## src/ppgr_pkg.sv

```systemverilog
// Shared types, constants and helper functions for the pen plotter grid rasterizer.
// Used by every module of the block; depends on nothing else.
`default_nettype none

package ppgr_pkg;

    localparam int unsigned DEF_MAX_WIDTH  = 256;
    localparam int unsigned DEF_MAX_HEIGHT = 256;

    // Wide enough for a row or column index at the largest supported grid.
    localparam int unsigned IDX_BITS = 12;
    localparam int unsigned POS_BITS = 16;
    localparam int unsigned CFG_BITS = 9;

    localparam logic [CFG_BITS-1:0] GRID_SIZE_RESET = 9'd256;

    localparam logic [POS_BITS-1:0] POS_MIN = 16'h8000;
    localparam logic [POS_BITS-1:0] POS_MAX = 16'h7FFF;

    // Command codes.
    localparam logic [2:0] CMD_PEN_UP   = 3'd0;
    localparam logic [2:0] CMD_PEN_DOWN = 3'd1;
    localparam logic [2:0] CMD_LEFT     = 3'd2;
    localparam logic [2:0] CMD_RIGHT    = 3'd3;
    localparam logic [2:0] CMD_UP       = 3'd4;
    localparam logic [2:0] CMD_DOWN     = 3'd5;
    localparam logic [2:0] CMD_READ     = 3'd6;

    // Register indexes on the configuration port.
    localparam logic REG_GRID_WIDTH  = 1'b0;
    localparam logic REG_GRID_HEIGHT = 1'b1;

    // Request from the sequencer to the read-modify-write stage.
    typedef struct packed {
        logic                valid;
        logic                is_read;
        logic [IDX_BITS-1:0] row;
        logic [IDX_BITS-1:0] col;
    } t_req;

    // Status from the read-modify-write stage back to the sequencer.
    typedef struct packed {
        logic clear_busy;
        logic read_bit;
    } t_rmw_status;

    // Grid size register clamped to 1..maxv.
    function automatic logic [POS_BITS-1:0] eff_size(input logic [CFG_BITS-1:0] size,
                                                     input int unsigned maxv);
        logic [POS_BITS-1:0] lim;
        logic [POS_BITS-1:0] res;
        lim = POS_BITS'(maxv);
        if (size == '0) begin
            res = POS_BITS'(1);
        end else if (POS_BITS'(size) > lim) begin
            res = lim;
        end else begin
            res = POS_BITS'(size);
        end
        return res;
    endfunction

    // True when the signed position lies inside the grid of h rows by w columns.
    function automatic logic in_grid(input logic [POS_BITS-1:0] r,
                                     input logic [POS_BITS-1:0] c,
                                     input logic [POS_BITS-1:0] h,
                                     input logic [POS_BITS-1:0] w);
        return !r[POS_BITS-1] && !c[POS_BITS-1] && (r < h) && (c < w);
    endfunction

endpackage

`default_nettype wire

```

## src/ppgr_ctrl.sv

```systemverilog
// Command sequencer: arm position, pen state, stepping and the result register.
// Depends on ppgr_pkg; issues bitmap requests to ppgr_rmw.
`default_nettype none

module ppgr_ctrl
    import ppgr_pkg::*;
#(
    parameter int unsigned MAX_WIDTH  = DEF_MAX_WIDTH,
    parameter int unsigned MAX_HEIGHT = DEF_MAX_HEIGHT
) (
    input  wire                 i_clk,
    input  wire                 i_rst_n,
    input  wire                 i_valid,
    output logic                o_ready,
    input  wire  [2:0]          i_cmd,
    input  wire  [11:0]         i_distance,
    input  wire  [7:0]          i_read_row,
    input  wire  [7:0]          i_read_col,
    output logic                o_valid,
    input  wire                 i_ready,
    output logic                o_cell_value,
    output logic [POS_BITS-1:0] o_arm_row,
    output logic [POS_BITS-1:0] o_arm_col,
    output logic                o_pen_is_down,
    output logic                o_out_of_grid,
    input  wire  [CFG_BITS-1:0] i_grid_width,
    input  wire  [CFG_BITS-1:0] i_grid_height,
    input  t_rmw_status         i_status,
    output t_req                o_req
);

    typedef enum logic [3:0] {
        ST_IDLE  = 4'b0001,
        ST_MOVE  = 4'b0010,
        ST_DRAIN = 4'b0100,
        ST_DONE  = 4'b1000
    } t_state;

    t_state              r_state, n_state;
    logic [2:0]          r_cmd, n_cmd;
    logic [11:0]         r_cnt, n_cnt;
    logic [POS_BITS-1:0] r_row, n_row;
    logic [POS_BITS-1:0] r_col, n_col;
    logic                r_pen, n_pen;
    logic                r_oob, n_oob;
    logic                r_cell, n_cell;
    logic                r_out_valid, n_out_valid;

    logic [POS_BITS-1:0] eff_w;
    logic [POS_BITS-1:0] eff_h;
    logic [POS_BITS-1:0] step_row;
    logic [POS_BITS-1:0] step_col;
    logic [POS_BITS-1:0] rd_row16;
    logic [POS_BITS-1:0] rd_col16;
    logic                accept;

    assign eff_w    = eff_size(i_grid_width, MAX_WIDTH);
    assign eff_h    = eff_size(i_grid_height, MAX_HEIGHT);
    assign rd_row16 = POS_BITS'(i_read_row);
    assign rd_col16 = POS_BITS'(i_read_col);
    assign o_ready  = (r_state == ST_IDLE) && !i_status.clear_busy;
    assign accept   = i_valid && o_ready;
    assign o_valid  = r_out_valid;

    // One saturating step in the direction of the current move.
    always_comb begin
        step_row = r_row;
        step_col = r_col;
        case (r_cmd)
            CMD_LEFT:  step_col = (r_col == POS_MIN) ? r_col : r_col - POS_BITS'(1);
            CMD_RIGHT: step_col = (r_col == POS_MAX) ? r_col : r_col + POS_BITS'(1);
            CMD_UP:    step_row = (r_row == POS_MIN) ? r_row : r_row - POS_BITS'(1);
            CMD_DOWN:  step_row = (r_row == POS_MAX) ? r_row : r_row + POS_BITS'(1);
            default:   step_row = r_row;
        endcase
    end

    always_comb begin
        n_state     = r_state;
        n_cmd       = r_cmd;
        n_cnt       = r_cnt;
        n_row       = r_row;
        n_col       = r_col;
        n_pen       = r_pen;
        n_oob       = r_oob;
        n_cell      = r_cell;
        n_out_valid = r_out_valid && !i_ready;
        o_req       = '0;

        case (r_state)
            ST_IDLE: begin
                if (accept) begin
                    n_cmd  = i_cmd;
                    n_cnt  = i_distance;
                    n_oob  = 1'b0;
                    n_cell = 1'b0;
                    case (i_cmd)
                        CMD_PEN_UP: begin
                            n_pen   = 1'b0;
                            n_state = ST_DONE;
                        end
                        CMD_PEN_DOWN: begin
                            n_pen = 1'b1;
                            if (in_grid(r_row, r_col, eff_h, eff_w)) begin
                                o_req.valid = 1'b1;
                                o_req.row   = r_row[IDX_BITS-1:0];
                                o_req.col   = r_col[IDX_BITS-1:0];
                            end else begin
                                n_oob = 1'b1;
                            end
                            n_state = ST_DRAIN;
                        end
                        CMD_LEFT, CMD_RIGHT, CMD_UP, CMD_DOWN: begin
                            n_state = (i_distance == '0) ? ST_DONE : ST_MOVE;
                        end
                        CMD_READ: begin
                            if (in_grid(rd_row16, rd_col16, eff_h, eff_w)) begin
                                o_req.valid   = 1'b1;
                                o_req.is_read = 1'b1;
                                o_req.row     = rd_row16[IDX_BITS-1:0];
                                o_req.col     = rd_col16[IDX_BITS-1:0];
                            end
                            n_state = ST_DRAIN;
                        end
                        default: n_state = ST_DONE;
                    endcase
                end
            end
            ST_MOVE: begin
                n_row = step_row;
                n_col = step_col;
                if (r_pen) begin
                    if (in_grid(step_row, step_col, eff_h, eff_w)) begin
                        o_req.valid = 1'b1;
                        o_req.row   = step_row[IDX_BITS-1:0];
                        o_req.col   = step_col[IDX_BITS-1:0];
                    end else begin
                        n_oob = 1'b1;
                    end
                end
                n_cnt = r_cnt - 12'd1;
                if (r_cnt == 12'd1) begin
                    n_state = ST_DRAIN;
                end
            end
            ST_DRAIN: begin
                // The last mark or the read finishes in this cycle.
                n_cell  = i_status.read_bit;
                n_state = ST_DONE;
            end
            ST_DONE: begin
                if (!r_out_valid || i_ready) begin
                    n_out_valid = 1'b1;
                    n_state     = ST_IDLE;
                end
            end
            default: n_state = ST_IDLE;
        endcase
    end

    always_ff @(posedge i_clk) begin
        if (!i_rst_n) begin
            r_state     <= ST_IDLE;
            r_row       <= '0;
            r_col       <= '0;
            r_pen       <= 1'b0;
            r_out_valid <= 1'b0;
        end else begin
            r_state     <= n_state;
            r_row       <= n_row;
            r_col       <= n_col;
            r_pen       <= n_pen;
            r_out_valid <= n_out_valid;
        end
    end

    always_ff @(posedge i_clk) begin
        r_cmd  <= n_cmd;
        r_cnt  <= n_cnt;
        r_oob  <= n_oob;
        r_cell <= n_cell;
        if ((r_state == ST_DONE) && (!r_out_valid || i_ready)) begin
            o_cell_value  <= r_cell;
            o_arm_row     <= r_row;
            o_arm_col     <= r_col;
            o_pen_is_down <= r_pen;
            o_out_of_grid <= r_oob;
        end
    end

endmodule

`default_nettype wire

```

## config.mk

```make
export PLATFORM = sky130hd
export DESIGN_NAME = ppgr_ctrl
export DESIGN_NICKNAME = d
export VERILOG_FILES = /design/src/ppgr_pkg.sv /design/src/ppgr_ctrl.sv
export SDC_FILE = /design/constraint.sdc
export NUM_CORES = 1
export LEC_CHECK = 0
export BUFFER_PORTS_ARGS = -buffer_cell sky130_fd_sc_hd__buf_2
export CORE_ASPECT_RATIO = 1.25
export CORE_UTILIZATION = 43
export DETAILED_ROUTE_END_ITERATION = 8
export PLACE_DENSITY_LB_ADDON = 0.25
export SLEW_MARGIN = 30
export SYNTH_ARGS = -nofsm -noshare
export SYNTH_HDL_FRONTEND = slang
export SYNTH_SLANG_ARGS = --single-unit
```

## constraint.sdc

```tcl
create_clock -name i_clk -period 11.75 [get_ports i_clk]
set_input_delay 2.35 -clock i_clk [delete_from_list [all_inputs] [get_ports i_clk]]
set_output_delay 2.35 -clock i_clk [all_outputs]
set_load 0.05 [all_outputs]
```

Word-level counts from Yosys, hierarchy flattened. Index checks and enable logic that the tools add are counted.

Register bits after elaboration: 90. Output and inout port bits: 63. Input port bits: 55. Word-level logic and storage cells: 128.

Mux-type cells: 43. $add $sub $neg: 5. $lt $le $gt $ge: 8. Equal/unequal tests: 24. Reduce and logical (&&, ||, !) cells: 34.

Operators with widths (number): 2-to-1 mux 16 bit (6); case mux 24 bit (2 select lines) (2); 2-to-1 mux 24 bit (3); < comparator 16 bit (4); case mux 16 bit (2 select lines) (2); 2-to-1 mux 26 bit (2); adder 16 x 1 -> 16 bit (second input constant) (2); equality test 16 x 15 -> 1 bit (second input constant) (2); equality test 16 bit (second input constant) (2); < comparator 8 x 16 -> 1 bit (2); subtractor 16 x 1 -> 16 bit (second input constant) (2); case mux 12 bit (2 select lines) (1); greater-than comparator 9 bit (second input constant) (2); logical NOT 9 bit (2); 2-to-1 mux 9 bit (2); 2-to-1 mux 4 bit (4); case mux 4 bit (4 select lines) (1); equality test 3 bit (second input constant) (5); 2-to-1 mux 1 bit (13); equality test 12 x 1 -> 1 bit (second input constant) (1); equality test 3 x 2 -> 1 bit (second input constant) (4); logical NOT 12 bit (1); 2-to-1 mux 12 bit (1); subtractor 12 x 1 -> 12 bit (second input constant) (1); 19 further kinds (47).

Logic depth before layout (Yosys ltp).
Depth after elaboration: 10. Gate-level depth with buffers: 19. Mapped depth without buffers: 18.

Least setup slack after synthesis. OpenSTA, ideal clock, no wires.

Path kind: input port to output port. From: input i_grid_height[8]. To: output o_req[4] (netlist bit). Stages on the path: 11. Data arrival time: 5.585 ns. Setup slack: 3.815 ns. Data required time: 9.400 ns. Buffers on the path: 1. Cell sequence: inv_2 nand2_1 ha_1 a211oi_1 or4b_1 or3_1 a32o_1 clkbuf_1 nor4_1 a31oi_1 o221ai_1.

RTL lines: start: declaration (RTL line ppgr_ctrl.sv:27) `input wire [CFG_BITS-1:0] i_grid_height,`; end: declaration (RTL line ppgr_ctrl.sv:29) `output t_req o_req`.

==> flow_metrics.py <==
metrics = {
    "critical_path": {
        "critical_path_arrival_ns": 6.24,
        "worstSetupEndpointType": "output port",
        "cp_cell_sequence": "inv_1 > ha_1 > nor3b_1 > and4_1 > nor3_1 > o21ai_0 > nand2b_1 > nand2_1 > ha_1 > a211oi_1 > or4b_1 > or3_1 > a32o_1 > nor4_4 > nand3_4 > o221ai_2 > buf_2",
        "crit_path_buffers_inverters": 2,
        "worst-r2r-setup-slack_ns": 6.33,
        "regToRegEndpoint": "r_oob",
        "worstPathMaxFanout": 15,
        "critical_path.most_common_cell": "sky130_fd_sc_hd__ha_1",
        "critical_path.max_stage_delay_ns": 0.53,
        "critical_path.top_delay_family": "simple AND/OR/NAND/NOR gates",
        "regToRegStartpoint": "r_cmd[0]",
        "critical_path_required_ns": 9.40,
        "worst_path_max_delay_cell": "sky130_fd_sc_hd__o21ai_0",
        "worst_setup_path_start_kind": "flop",
        "critical_path_class": "flop to output port",
        "reg2reg_depth": 14,
    },
    "timing": {
        "fmax_mhz": 116,
        "timing_max_transition_violations_final": 0,
        "layout_worst_path_cycle_share_pct": 73.1,
        "rsz0062_at_grt": "false",
        "slew_headroom_pct": 37.9,
        "worstMarginPinSlew_ns": 0.930,
        "final.setup.tns_ns": 0,
        "setup_violations": 0,
        "finClkSkew_ns": 0.0112,
        "layout_min_cycle_time_ns": 8.59,
        "report.final.hold_viol_count": 0,
    },
    "global_route": {
        "grt_pass1_vias": 6594,
        "overflow": 0,
        "globalRouteMet2Util_pct": 43.6,
        "antenna_violations_before_repair": 0,
        "use_met1_pct": 31.6,
        "grtUsageTotal_pct": 25.6,
        "global_route_met3_utilization_pct": 4.61,
        "grt_pass1_wl_mm": 34.9,
        "grt_start_max_net_pins": 53,
        "globalRoute.busiestLayer": "met2",
    },
    "synthesis": {
        "synth_compound_area_share_pct": 20.1,
        "ys_ff_latch": 90,
        "main_combinational_cell_family_by_area_after_synthesis": "simple AND/OR/NAND/NOR gates",
        "number_of_flops_mapped_to_enable_cells_by_yosys": 52,
        "synth_xor_xnor_area_share_pct": 2.90,
        "syn_area_um2": 7200,
        "synth-warning-count": 0,
        "yosysUniqueCellTypes": 86,
        "postSynth.asyncResetShare_pct": 0,
        "synth-simple-area-share_pct": 29.0,
        "number_of_instances_in_the_synthesized_netlist": 857,
        "synth_adder_area_share_pct": 9.39,
        "post_synth_mux_area_share_pct": 0.296,
        "synth_flop_cell": "sky130_fd_sc_hd__edfxtp_1",
        "synth_seq_area_share_pct": 32.3,
        "synth.avg_cell_area_um2": 8.40,
    },
    "clock_network": {
        "cts_tree": "built",
        "cts-root-to-sink-buffers": 2,
        "cts-root-buf": "sky130_fd_sc_hd__clkbuf_16",
        "clock_latency_ns": 0.36,
        "numCtsBuffers": 9,
        "cts_hold_repair.buffers": 0,
        "htree_num_levels": 3,
        "clock_sink_count": 90,
        "cts_post_setup_buffers_inserted": 0,
        "post_cts.resized_instances": 0,
        "clk_pin_slew_worst_setup_hold_paths_ns": 0.07,
    },
    "detailed_routing": {
        "post-route-drc-count": 0,
        "post_drt_wl_per_cell_um": 19.1,
        "ant_nets": 0,
        "drt-initial-drc-count": 658,
        "drt_wl_total_mm": 22.0,
        "routed-via-count": 7042,
        "vias_per_cell": 6.10,
        "1st_pass_router_iterations": 5,
    },
    "floorplanning": {
        "placement_row_count": 52,
        "die_width_um": 118,
        "die_area_um2": 17300,
        "initial_utilization_pct": 44.2,
        "core_um2": 16300,
        "dieHeight_um": 147,
        "io-pin-count": 118,
    },
    "final_layout": {
        "final_design_area_no_fill_um2": 8170,
        "final_nets": 1042,
        "layout.core_utilization_pct": 50.2,
        "fill_cells": 1596,
        "flow.area_growth_from_synthesis_pct": 13.5,
        "diodes": 0,
        "share_of_cells_above_drive_strength_1_pct": 18.0,
    },
    "run": {
        "timing.max_cap.violations": 0,
    },
    "power": {
        "netSwitchingPower_uw": 394,
        "worst_ir_drop_vdd_v": 0.0000692,
        "power.combinational.fraction_pct": 32.2,
        "total_leakage_power_uw": 0.00320,
        "seqPwrFrac_pct": 37.5,
        "netSwitchingFraction_pct": 37.0,
        "p_clk_share_pct": 30.4,
        "power.internal_uw": 670,
        "power_per_cell_area_nw_per_um2": 130,
    },
    "placed_design": {
        "placedInstanceArea_um2": 7840,
        "final_weighted_congestion_in_routability_driven_placement": 0.943,
        "port_buffers": 111,
        "detailed_place_hpwl_mm": 16.5,
    },
    "worst_hold_path": {
        "min_path_cells": 0,
        "hold_start": "r_cell",
        "hp-class": "flop to flop",
        "hold_path_end": "o_cell_value",
    },
    "outcome": {
        "result_of_the_run": "completed",
    },
}
per-layer routing:
| metal | vias to the layer above | share of wire (%) |
|---|---|---|
| met2 | 314 | 49 |
| li1 | 3380 | - |
| met1 | 3303 | 41 |
| met4 | 0 | 2.8 |
| met5 | - | 0 |
| met3 | 45 | 6.9 |
cell type report:
type	count	area [µm²]	share of cell area (%)
inverter	38	143	1.75
tap	216	270	3.31
sequential	90	2320	28.4
clock inverter	6	97.6	1.20
clock buffer	10	229	2.80
multi-input combinational	677	4480	54.9
timing repair buffer	117	621	7.60
placed cells by master, fill, tap and decap left out, types with 16 or more instances in the layout:
cell | Yosys | routed
sky130_fd_sc_hd__dfxtp_1 | 38 | 38
sky130_fd_sc_hd__a31oi_1 | 20 | 20
sky130_fd_sc_hd__nand2_1 | 121 | 121
sky130_fd_sc_hd__inv_1 | 35 | 35
sky130_fd_sc_hd__nor4_1 | 32 | 32
sky130_fd_sc_hd__nor3_1 | 22 | 21
sky130_fd_sc_hd__nor2_1 | 57 | 57
sky130_fd_sc_hd__o21ai_0 | 49 | 49
sky130_fd_sc_hd__edfxtp_1 | 52 | 52
sky130_fd_sc_hd__or3_1 | 17 | 17
sky130_fd_sc_hd__nand3_1 | 16 | 16
sky130_fd_sc_hd__buf_2 | 15 | 111
sky130_fd_sc_hd__ha_1 | 54 | 54
sky130_fd_sc_hd__a21oi_1 | 44 | 44
power groups by stage:
| stage | clock network (µW) | registers, µW | logic, µW |
|---|---|---|---|
| after global placement | 0 | 404 | 332 |
| after detailed placement | 0 | 405 | 335 |
| after CTS | 329 | 397 | 338 |
| after global routing | 338 | 403 | 375 |
| final | 323 | 399 | 342 |
| after floorplan | 0 | 402 | 251 |
through the flow:
step / worst slack [ns] / cells / power, µW / hold slack, ns
floorplan: 3.81 / 862 / 653 / 0.400
global placement: 3.54 / 1137 / 736 / 0.406
detailed placement: 3.47 / 1138 / 740 / 0.411
CTS: 3.31 / 1154 / 1060 / 0.422
global route: 2.80 / 1154 / 1120 / 0.430
finish: 3.16 / 1154 / 1060 / 0.423
worst register-to-register path: cells and delay by family (launching register included):
kind                       cells  cell delay (ns)
AOI/OAI and AO/OA              3             0.82
xor gates and xnor gates       1             0.15
adders and majority gates      1             0.35
DFF                            1             0.78
and+or+nand+nor                9             3.07
registers in the layout, summed over array words and instances, names as in the netlist, 3 cells and up:
name and count:
r_cnt 12, o_arm_col 16, o_arm_row 16, r_cmd 3, r_state 4, r_col 16
r_row 16
worst max path at each step:
stage	start	to	slack (ns)	cells past startpoint
CTS	r_row[0]	o_req[12]	3.31	17
detailed placement	i_grid_width[8]	o_req[12]	3.47	12
global placement	i_grid_width[8]	o_req[12]	3.54	12
floorplan	i_grid_height[8]	o_req[4]	3.81	11
finish	r_row[0]	o_req[12]	3.16	17
global route	r_row[4]	o_req[12]	2.80	15
cells in the mapped netlist (5+ instances only):
master | n | area, µm²
sky130_fd_sc_hd__o221ai_1 | 5 | 43.8
sky130_fd_sc_hd__and4_1 | 8 | 70.1
sky130_fd_sc_hd__a31oi_1 | 20 | 125
sky130_fd_sc_hd__nor2_1 | 57 | 214
sky130_fd_sc_hd__or3_1 | 17 | 106
sky130_fd_sc_hd__a211oi_1 | 15 | 113
sky130_fd_sc_hd__edfxtp_1 | 52 | 1560
sky130_fd_sc_hd__buf_2 | 15 | 75.1
sky130_fd_sc_hd__or4b_1 | 5 | 50.1
sky130_fd_sc_hd__a21o_1 | 6 | 45.0
sky130_fd_sc_hd__nor4_1 | 32 | 200
sky130_fd_sc_hd__xor2_1 | 7 | 61.3
sky130_fd_sc_hd__or2_2 | 5 | 31.3
sky130_fd_sc_hd__and2_1 | 10 | 62.6
sky130_fd_sc_hd__and3_1 | 14 | 87.6
sky130_fd_sc_hd__nor3b_1 | 6 | 45.0
sky130_fd_sc_hd__o21ai_0 | 49 | 245
sky130_fd_sc_hd__nand3_1 | 16 | 80.1
sky130_fd_sc_hd__nand2b_1 | 10 | 62.6
sky130_fd_sc_hd__o221ai_2 | 6 | 90.1
sky130_fd_sc_hd__xnor2_1 | 15 | 131
sky130_fd_sc_hd__nor3_1 | 22 | 110
sky130_fd_sc_hd__nor2b_1 | 5 | 31.3
sky130_fd_sc_hd__a21oi_1 | 44 | 220
sky130_fd_sc_hd__ha_1 | 54 | 676
sky130_fd_sc_hd__nand3b_1 | 9 | 67.6
sky130_fd_sc_hd__or4_1 | 6 | 45.0
sky130_fd_sc_hd__clkbuf_1 | 28 | 105
sky130_fd_sc_hd__dfxtp_1 | 38 | 761
sky130_fd_sc_hd__buf_4 | 10 | 75.1
sky130_fd_sc_hd__inv_1 | 35 | 131
sky130_fd_sc_hd__nand4_1 | 15 | 93.8
sky130_fd_sc_hd__nand2_1 | 121 | 454
logic make-up (layout without fill, tap and decap cells):
kind of cell / after synthesis / in the layout
muxes: 2 / 2
other: 1 / 6
DFF: 90 / 90
xor gates and xnor gates: 23 / 23
adders and majority gates: 54 / 54
AOI/OAI and AO/OA: 210 / 210
and+or+nand+nor: 382 / 382
buffers and inverters: 95 / 171
Note: power is estimated with default switching activity, not from simulation.
